[src/sv/mav_pkg.sv]
package mav_pkg;

	// default sizes
	localparam int WINDOW_MAX_DEF  = 256;
	localparam int SAMPLE_BITS_DEF = 16;

	// fixed field widths
	localparam int SUM_W = 24;
	localparam int AVG_W = 16;
	localparam int CFG_W = 9;
	localparam int OUT_W = ((SUM_W + AVG_W + 7) / 8) * 8;

	// window size after reset
	localparam logic [CFG_W-1:0] WS_RESET = CFG_W'(16);

	// sequencer states
	typedef enum logic [1:0] {
		ST_IDLE,
		ST_ACC,
		ST_DIV,
		ST_DONE
	} state_t;

endpackage

[src/sv/moving_average_filter_top.sv]
// Channel   Dir  Handshake                    Payload
// s_axis    in   s_axis_tvalid/s_axis_tready  s_axis_tdata: sample
// m_axis    out  m_axis_tvalid/m_axis_tready  m_axis_tdata: window_sum, window_average
// cfg       in   cfg_wr_en                    cfg_wr_data: window_size
//
// Each word passes through ring read, accumulate and write-back, 24 steps of the
// bit-serial divider, and a load into the output register. The divider sets the rate.
// A new word is taken while the previous result still sits in the output register.
// Reset clears the sum, the write index and the ring (an entry counts as zero until
// the index has wrapped once); a window size write does the same at once.
// A stalled output holds the finished result in the done state until it is taken.
module moving_average_filter_top
	import mav_pkg::*;
#(
	parameter int WINDOW_MAX  = WINDOW_MAX_DEF,
	parameter int SAMPLE_BITS = SAMPLE_BITS_DEF
) (
	input  logic                                clk,
	input  logic                                arst_n,
	input  logic                                s_axis_tvalid,
	output logic                                s_axis_tready,
	input  logic [((SAMPLE_BITS+7)/8)*8-1:0]    s_axis_tdata,  // sample
	output logic                                m_axis_tvalid,
	input  logic                                m_axis_tready,
	output logic [OUT_W-1:0]                    m_axis_tdata,  // window_sum, window_average
	input  logic                                cfg_wr_en,
	input  logic [CFG_W-1:0]                    cfg_wr_data    // window_size
);

	localparam int IDX_W = (WINDOW_MAX > 1) ? $clog2(WINDOW_MAX) : 1;
	localparam int EFF_W = $clog2(WINDOW_MAX + 1);
	localparam int CNT_W = $clog2(SUM_W);

	// clamp window size to 1..WINDOW_MAX
	function automatic logic [EFF_W-1:0] eff_of(input logic [CFG_W-1:0] ws);
		logic [EFF_W-1:0] r;
		if (ws == '0) begin
			r = EFF_W'(1);
		end else if (32'(ws) > 32'(WINDOW_MAX)) begin
			r = EFF_W'(WINDOW_MAX);
		end else begin
			r = EFF_W'(ws);
		end
		return r;
	endfunction

	state_t state_q, state_d;

	logic [EFF_W-1:0]       eff_q;
	logic [IDX_W-1:0]       idx_q;
	logic                   wrapped_q;
	logic [SUM_W-1:0]       sum_q;
	logic [SAMPLE_BITS-1:0] sample_q;
	logic                   neg_q;
	logic [SUM_W-1:0]       quo_q;
	logic [EFF_W-1:0]       rem_q;
	logic [CNT_W-1:0]       cnt_q;
	logic                   out_valid_q;
	logic [OUT_W-1:0]       out_data_q;

	logic                   in_take;
	logic                   out_load;
	logic                   ram_rd_en;
	logic                   ram_wr_en;
	logic                   div_step;
	logic [SAMPLE_BITS-1:0] ram_rdata;
	logic [SAMPLE_BITS-1:0] old_sample;
	logic [SUM_W-1:0]       new_sum;
	logic [SUM_W-1:0]       new_mag;
	logic [IDX_W:0]         idx_inc;
	logic                   idx_wrap;
	logic [EFF_W:0]         rem_sh;
	logic                   quo_bit;
	logic [SUM_W-1:0]       quo_signed;
	logic [AVG_W-1:0]       avg;

	// ring store
	mav_ram #(
		.WIDTH(SAMPLE_BITS),
		.DEPTH(WINDOW_MAX)
	) u_ring (
		.clk    (clk),
		.wr_en  (ram_wr_en),
		.wr_addr(idx_q),
		.wr_data(sample_q),
		.rd_en  (ram_rd_en),
		.rd_addr(idx_q),
		.rd_data(ram_rdata)
	);

	// next state
	always_comb begin
		state_d = state_q;
		case (state_q)
			ST_IDLE: begin
				if (s_axis_tvalid) begin
					state_d = ST_ACC;
				end
			end
			ST_ACC: begin
				state_d = ST_DIV;
			end
			ST_DIV: begin
				if (cnt_q == '0) begin
					state_d = ST_DONE;
				end
			end
			ST_DONE: begin
				if (!out_valid_q || m_axis_tready) begin
					state_d = ST_IDLE;
				end
			end
			default: begin
				state_d = ST_IDLE;
			end
		endcase
	end

	// control outputs
	always_comb begin
		s_axis_tready = 1'b0;
		ram_wr_en     = 1'b0;
		div_step      = 1'b0;
		out_load      = 1'b0;
		case (state_q)
			ST_IDLE: s_axis_tready = 1'b1;
			ST_ACC:  ram_wr_en     = 1'b1;
			ST_DIV:  div_step      = 1'b1;
			ST_DONE: out_load      = !out_valid_q || m_axis_tready;
			default: s_axis_tready = 1'b0;
		endcase
	end

	assign in_take   = s_axis_tvalid && s_axis_tready;
	assign ram_rd_en = in_take;

	// accumulate: unwritten ring entries read as zero
	assign old_sample = wrapped_q ? ram_rdata : '0;
	assign new_sum    = sum_q + SUM_W'($signed(sample_q)) - SUM_W'($signed(old_sample));
	assign new_mag    = new_sum[SUM_W-1] ? (~new_sum + SUM_W'(1)) : new_sum;
	assign idx_inc    = {1'b0, idx_q} + (IDX_W+1)'(1);
	assign idx_wrap   = 32'(idx_inc) >= 32'(eff_q);

	// restoring divider step
	assign rem_sh  = {rem_q, quo_q[SUM_W-1]};
	assign quo_bit = rem_sh >= {1'b0, eff_q};

	// sign of quotient follows the sum
	assign quo_signed = neg_q ? (~quo_q + SUM_W'(1)) : quo_q;
	assign avg        = quo_signed[AVG_W-1:0];

	// control state
	always_ff @(posedge clk or negedge arst_n) begin
		if (!arst_n) begin
			state_q     <= ST_IDLE;
			eff_q       <= eff_of(WS_RESET);
			idx_q       <= '0;
			wrapped_q   <= 1'b0;
			sum_q       <= '0;
			cnt_q       <= '0;
			out_valid_q <= 1'b0;
		end else begin
			state_q <= state_d;
			if (cfg_wr_en) begin
				eff_q     <= eff_of(cfg_wr_data);
				idx_q     <= '0;
				wrapped_q <= 1'b0;
				sum_q     <= '0;
			end else if (ram_wr_en) begin
				sum_q <= new_sum;
				if (idx_wrap) begin
					idx_q     <= '0;
					wrapped_q <= 1'b1;
				end else begin
					idx_q <= idx_inc[IDX_W-1:0];
				end
			end
			if (ram_wr_en) begin
				cnt_q <= CNT_W'(SUM_W - 1);
			end else if (div_step) begin
				cnt_q <= cnt_q - CNT_W'(1);
			end
			if (out_load) begin
				out_valid_q <= 1'b1;
			end else if (m_axis_tready) begin
				out_valid_q <= 1'b0;
			end
		end
	end

	// datapath registers
	always_ff @(posedge clk) begin
		if (in_take) begin
			sample_q <= s_axis_tdata[SAMPLE_BITS-1:0];
		end
		if (ram_wr_en) begin
			neg_q <= new_sum[SUM_W-1];
			quo_q <= new_mag;
			rem_q <= '0;
		end else if (div_step) begin
			rem_q <= quo_bit ? EFF_W'(rem_sh - {1'b0, eff_q}) : EFF_W'(rem_sh);
			quo_q <= {quo_q[SUM_W-2:0], quo_bit};
		end
		if (out_load) begin
			out_data_q <= OUT_W'({avg, sum_q});
		end
	end

	assign m_axis_tvalid = out_valid_q;
	assign m_axis_tdata  = out_data_q;

endmodule

[src/sv/mav_ram.sv]
module mav_ram #(
	parameter int WIDTH = 16,
	parameter int DEPTH = 256
) (
	input  logic                     clk,
	input  logic                     wr_en,
	input  logic [$clog2(DEPTH)-1:0] wr_addr,
	input  logic [WIDTH-1:0]         wr_data,
	input  logic                     rd_en,
	input  logic [$clog2(DEPTH)-1:0] rd_addr,
	output logic [WIDTH-1:0]         rd_data
);

	logic [WIDTH-1:0] mem [DEPTH];

	// one write port, registered read port
	always_ff @(posedge clk) begin
		if (wr_en) begin
			mem[wr_addr] <= wr_data;
		end
		if (rd_en) begin
			rd_data <= mem[rd_addr];
		end
	end

endmodule

[config.mk]
export PLATFORM = sky130hd
export DESIGN_NAME = moving_average_filter_top
export DESIGN_NICKNAME = d
export VERILOG_FILES = /design/src/sv/mav_pkg.sv /design/src/sv/moving_average_filter_top.sv /design/src/sv/mav_ram.sv
export SDC_FILE = /design/constraint.sdc
export NUM_CORES = 2
export LEC_CHECK = 0
export BUFFER_PORTS_ARGS = -buffer_cell sky130_fd_sc_hd__clkbuf_2
export CAP_MARGIN = 20
export CORE_ASPECT_RATIO = 1.25
export CORE_MARGIN = 8
export CORE_UTILIZATION = 45
export CTS_CLUSTER_DIAMETER = 200
export DETAILED_ROUTE_END_ITERATION = 16
export GPL_TIMING_DRIVEN = 1
export PLACE_DENSITY = 0.71
export SLEW_MARGIN = 0
export SYNTH_ARGS = -nofsm -noshare
export SYNTH_HDL_FRONTEND = slang
export SYNTH_SLANG_ARGS = --single-unit
export TNS_END_PERCENT = 5
[constraint.sdc]
create_clock -name clk -period 13.3 [get_ports clk]
set_input_delay 1.995 -clock clk [delete_from_list [all_inputs] [get_ports clk]]
set_output_delay 1.995 -clock clk [all_outputs]
set_load 0.005 [all_outputs]
## After elaboration in Yosys (flattened, before gate mapping)

Memory sizes are Yosys's and may differ from the RTL's. A register that Yosys moved wholly into a read port is not among the register bits.
Index checks and enable logic that the tools add are counted.

| operators by class | value |
|---|---|
| $lt $le $gt $ge | 3 |
| bitwise logic cells | 2 |
| add/subtract/negate cells | 7 |
| shift-type cells | 0 |
| $mul | 0 |
| eq/ne operators | 6 |
| multiplexer cells | 30 |
| reductions and logical operators | 12 |
| div/mod/pow operators | 0 |

Operator list:

| operator | number |
|---|---|
| two-way mux 24 bit | 5 |
| two-way mux 16 bit | 2 |
| two-way mux 9 bit | 3 |
| adder 24 x 1 -> 24 bit, second input constant | 1 |
| adder 24 bit | 1 |
| two-way mux 8 bit | 3 |
| NOT 24 bit | 1 |
| subtractor 24 bit | 1 |
| adder 16 x 1 -> 16 bit, second input constant | 1 |
| NOT 16 bit | 1 |
| two-way mux 1 bit | 11 |
| >= comparator 10 x 9 -> 1 bit | 1 |
| two-way mux 5 bit | 2 |
| adder 8 x 1 -> 9 bit, second input constant | 1 |
| >= comparator 9 bit | 1 |
| greater-than comparator 9 bit, second input constant | 1 |
| logical NOT 9 bit | 1 |
| subtractor 9 bit | 1 |
| one-hot mux 2 bit (4 select lines) | 1 |
| nonzero test 2 bit | 4 |
| two-way mux 2 bit | 3 |
| != test 2 bit, second input constant | 3 |
| logical NOT 5 bit | 1 |
| subtractor 5 x 1 -> 5 bit, second input constant | 1 |
| 8 further kinds | 9 |

| storage, ports and cells | value |
|---|---|
| bits in registers | 140 |
| word-level logic and storage cells | 73 |
| memory bits (read-only) | 0 |
| input port bits | 30 |
| latch bits | 0 |
| memory bits (writable) | 4096 |
| memories | 1 |
| output and inout port bits | 42 |

Memories:

| memory | depth | bits a word | rd ports | clocked after memory_dff | write ports | RTL line | text |
|---|---|---|---|---|---|---|---|
| u_ring.mem | 256 | 16 | 1 | 1 | 1 | mav_ram.sv:14 | `logic [WIDTH-1:0] mem [DEPTH];` |

## Depth between registers and ports, before layout

| logic depth | value |
|---|---|
| depth in word-level cells | 6 |
| depth in mapped cells | 18 |
| mapped depth without buffers | 14 |

## By module

A second synthesis with hierarchy kept.

| unflattened totals | value |
|---|---|
| cell total of the unflattened synthesis | 8254 |
| area, all modules | 167878.5 µm² |

By module, submodules not included:

| module | times used | cells each | area an instance (µm²) | seq. area each (µm²) |
|---|---|---|---|---|
| mav_ram | 1 | 7360 | 158874.9 | 123478.4 |
| moving_average_filter_top | 1 | 894 | 9003.6 | 3865.0 |

## Worst setup path before layout

OpenSTA, ideal clock, no wires.

| path | value |
|---|---|
| kind | register to register |
| start point | register sample_q[15] |
| end point | register quo_q[21] (data pin) |
| path buffers | 1 |
| setup time | 0.270 ns |
| slack | 5.396 ns |
| cell stages (with the launch flop) | 15 |
| data arrival time | 7.634 ns |
| period minus slack after synthesis | 7.904 ns |
| path through | edfxtp_1 -> inv_1 -> fa_1 -> inv_1 -> ha_1 -> clkbuf_1 -> nand2_1 -> o21ai_0 -> mux2_2 -> a31o_2 -> nor3_1 -> a2111oi_2 -> a41oi_1 -> xnor2_1 -> a21oi_1 |

| on the way | value |
|---|---|
| longest elaborated chain between the ends | 6 |

RTL lines:

| element | RTL line | text |
|---|---|---|
| start, declared | moving_average_filter_top.sv:53 | `logic [SAMPLE_BITS-1:0] sample_q;` |
| start signal, assigned | moving_average_filter_top.sv:194 | `sample_q <= s_axis_tdata[SAMPLE_BITS-1:0];` |
| adder 24 bit (*) | moving_average_filter_top.sv:139 | `assign new_sum = sum_q + SUM_W'($signed(sample_q)) - SUM_W'($signed(old_sample));` |
| subtractor 24 bit (*) | moving_average_filter_top.sv:139 |  |
| NOT 24 bit | moving_average_filter_top.sv:140 | `assign new_mag = new_sum[SUM_W-1] ? (~new_sum + SUM_W'(1)) : new_sum;` |
| adder 24 x 1 -> 24 bit | moving_average_filter_top.sv:140 |  |
| two-way mux 24 bit (*) | moving_average_filter_top.sv:140 |  |
| two-way mux 24 bit (*) | moving_average_filter_top.sv:196 | `if (ram_wr_en) begin` |
| end signal, assigned | moving_average_filter_top.sv:198 | `quo_q <= new_mag;` |
| end signal, assigned | moving_average_filter_top.sv:202 | `quo_q <= {quo_q[SUM_W-2:0], quo_bit};` |
| end, declared | moving_average_filter_top.sv:55 | `logic [SUM_W-1:0] quo_q;` |

Mark *: on every way between the ends. The rest lies on a longest branch, timed or not.
A chain may end at the register's enable or synchronous reset.

==> run_results.csv <==
group,metric,value,unit
outcome,status,"finished, final reports clean",
global_route,antenna_found_initial,15,
placement,dp.cells,12200,
hold_path,hold_depth,0,
floorplan,dieHeight,696,um
timing,slew_violations,0,
yosys,syn_nets,7333,
yosys,synthCells,7225,
timing,layout_setup_ws,7.04,ns
worst_setup_path,crit-reg2reg-launch,"idx_q[1]$_DFFE_PN0P_",
finish,syn2layout_area_growth,12.6,%
yosys,synthArstFlopShare,1.18,%
worst_setup_path,cp_max_fo,65,
floorplan,coreArea,368000,um^2
cts,cts-resized-gates,0,
placement,gp_congestion,0.853,
finish,fin_area,187000,um^2
global_route,overflow,0,
pwr,p_leak,56.6,nW
floorplan,initial_utilization,45.2,%
global_route,grt_usage,21.3,%
floorplan,ios,72,
yosys,synth-edff-count,4193,
timing,fin_crit_sh,47.0,%
pwr,ir_worst_vdd,166,uV
drt,wl_per_cell,32.9,um
timing,max_freq,160,MHz
floorplan,rows,249,
timing,setup_viol,0,
yosys,synthTopCellsByArea,"edfxtp_1 (76%), mux4_2 (18%), nor2_1 (0.80%)",
cts,cts_setup_buffers,0,
timing,rsz0062_at_grt,"false",
cts,cts_made_buffers,381,
pwr,p_per_area,180,nW/um^2
placement,place_worst_setup_slack,7.08,ns
drt,drt_iter0_drc,10600,
worst_setup_path,startpoint_type,"register",
cts,postCtsHoldBufs,0,
timing,whs,0.493,ns
worst_setup_path,worstPathArrival,6.87,ns
placement,hpwl,246,mm
cts,cts_buffer_depth,4,
hold_path,min_from,"sum_q[20]$_DFFE_PN0P_",
finish,drive_gt1_share,31.8,%
yosys,synthMostInstantiatedCell,"edfxtp_1",
finish,fin_nets,7794,
placement,port-buffer-count,71,
worst_setup_path,r2r_cells,10,
worst_setup_path,critPathCaptureType,"register",
pwr,total_power,33.7,mW
cts,htreeDepth,5,
yosys,yosysWarningCount,0,
worst_setup_path,regToRegSetupSlack,7.04,ns
cts,clk_latency,0.95,ns
yosys,synth_top_cell_area_share,75.7,%
cts,cts_tree,"built",
yosys,synth_seq_area_share,76.6,%
job,drv_cap,0,
yosys,netlist_area,166000,um^2
drt,first_pass_iters,6,
timing,tns,0,ns
global_route,grt_pass1_wl,600,mm
global_route,grt_pass1_vias,81000,
drt,wl,424,mm
yosys,ys_types,78,
timing,slew_headroom,6.26,%
timing,min_period,6.26,ns
cts,clk_pin_slew_worst_paths,0.06,ns
cts,clockRootBuffer,"clkbuf_16",
hold_path,whs_endpoint,"m_axis_tdata[20]$_DFFE_PP_",
floorplan,die-width,560,um
yosys,ys_top_cells_by_count,"edfxtp_1 (4,193), mux4_2 (1,304), nor2_1 (353), clkbuf_1 (199), inv_1 (125)",
hold_path,hp-class,"register to register",
worst_setup_path,r2r-end,"u_ring.rd_data[2]$_DFFE_PP_",
yosys,ys_ff_latch,4252,
worst_setup_path,crit_type,"register to register",
yosys,synth_top_area_cell,"edfxtp_1",
drt,num_vias,79700,
timing,worstMarginPinSlew,1.41,ns
cts,cts.sinks,4252,
yosys,ys.flop_type,"edfxtp_1",
global_route,grt_max_degree,257,
timing,finalHoldViolCount,0,
placement,dpl_cell_area,175000,um^2
finish,final_util,50.9,%
yosys,syn_avg_cell_area,23.0,um^2
worst_setup_path,required,13.92,ns
finish,layout.cells.non_filler,12900,
timing,fin_worst_skew,0.0567,ns
drt,viasPerCell,6.18,
drt,drcViolationCount,0,
drt,postRouteAntennaNets,0,
floorplan,die-area,389000,um^2
[area by class of cell]
class	instances	area, um^2
sequential	4252	127000
clock inverter	227	1970
inverter	125	469
tap	4894	6120
clock buffer	457	10000
timing repair buffer	469	4040
multi-input combinational	2457	37200
antenna	13	32.5
fill	27700	181000
[critical path, stage by stage, from the launching register on]
cell,delay (ns)
dfrtp_4,0.87
buf_4,0.88
buf_4,0.82
buf_4,0.89
mux4_2,0.42
mux4_2,0.48
mux2_2,0.27
a22oi_1,0.63
o21ai_0,0.23
nand2_1,0.18
o211ai_1,0.10
[how the worst max path moves through the flow]
stage / startpoint / end / slack [ns] / cells after the start
2_1_floorplan: sample_q[15]$_DFFE_PP_ / quo_q[21]$_DFFE_PP_ / 5.40 / 14
3_3_place_gp: idx_q[1]$_DFFE_PN0P_ / u_ring.rd_data[8]$_DFFE_PP_ / 6.96 / 9
3_5_place_dp: idx_q[1]$_DFFE_PN0P_ / u_ring.rd_data[15]$_DFFE_PP_ / 7.08 / 9
4_1_cts: idx_q[1]$_DFFE_PN0P_ / u_ring.rd_data[15]$_DFFE_PP_ / 7.07 / 9
5_1_grt: idx_q[1]$_DFFE_PN0P_ / u_ring.rd_data[2]$_DFFE_PP_ / 6.92 / 10
6_report: idx_q[1]$_DFFE_PN0P_ / u_ring.rd_data[2]$_DFFE_PP_ / 7.04 / 10
[sequential cells by signal, summed over array words and instances, names as in the netlist]
name	cells
u_ring.mem	4096
m_axis_tdata	40
quo_q	24
sum_q	24
sample_q	16
u_ring.rd_data	16
eff_q	9
rem_q	9
idx_q	8
cnt_q	5
state_q	2
m_axis_tvalid	1
neg_q	1
wrapped_q	1
[cells by family (layout without fill, tap and decap cells)]
logic type / count (synthesis) / in the layout / synth area share (%)
buffers and inverters: 516 / 1278 / 1.44
other: 0 / 13 / 0
and+or+nand+nor: 693 / 693 / 1.88
xor gates and xnor gates: 54 / 54 / 0.289
AOI/OAI and AO/OA: 279 / 279 / 1.15
DFF: 4252 / 4252 / 76.6
muxes: 1353 / 1353 / 18.0
adders and majority gates: 78 / 78 / 0.695
[cells in the final DEF, fill, tap and decap left out, drive strengths merged, types with 69 or more instances in the layout]
cell type,Yosys,layout
a21oi,71,71
buf,192,398
clkbuf,199,528
clkinv,0,174
edfxtp,4193,4193
inv,125,133
mux4,1304,1304
nand2,104,104
nand3,69,69
nor2,353,353
[routing by layer]
layer  vias to the layer above  track usage (%)  routed length (um)
met3                       877             4.15               38400
met1                     42700             26.5              150000
met5                         -                0                  25
met4                         4             10.7               24400
met2                      4576             36.0              211000
li1                      31500                -                   -
[power breakdown]
part,leakage [nW],switching [mW],internal [mW],total (mW)
Sequential,38.4,0.171,15.5,15.7
Clock,5.88,4.78,5.99,10.8
Combinational,12.3,4.07,3.18,7.25
Total,56.6,9.02,24.7,33.7
Power figures use the tool's default switching activity.
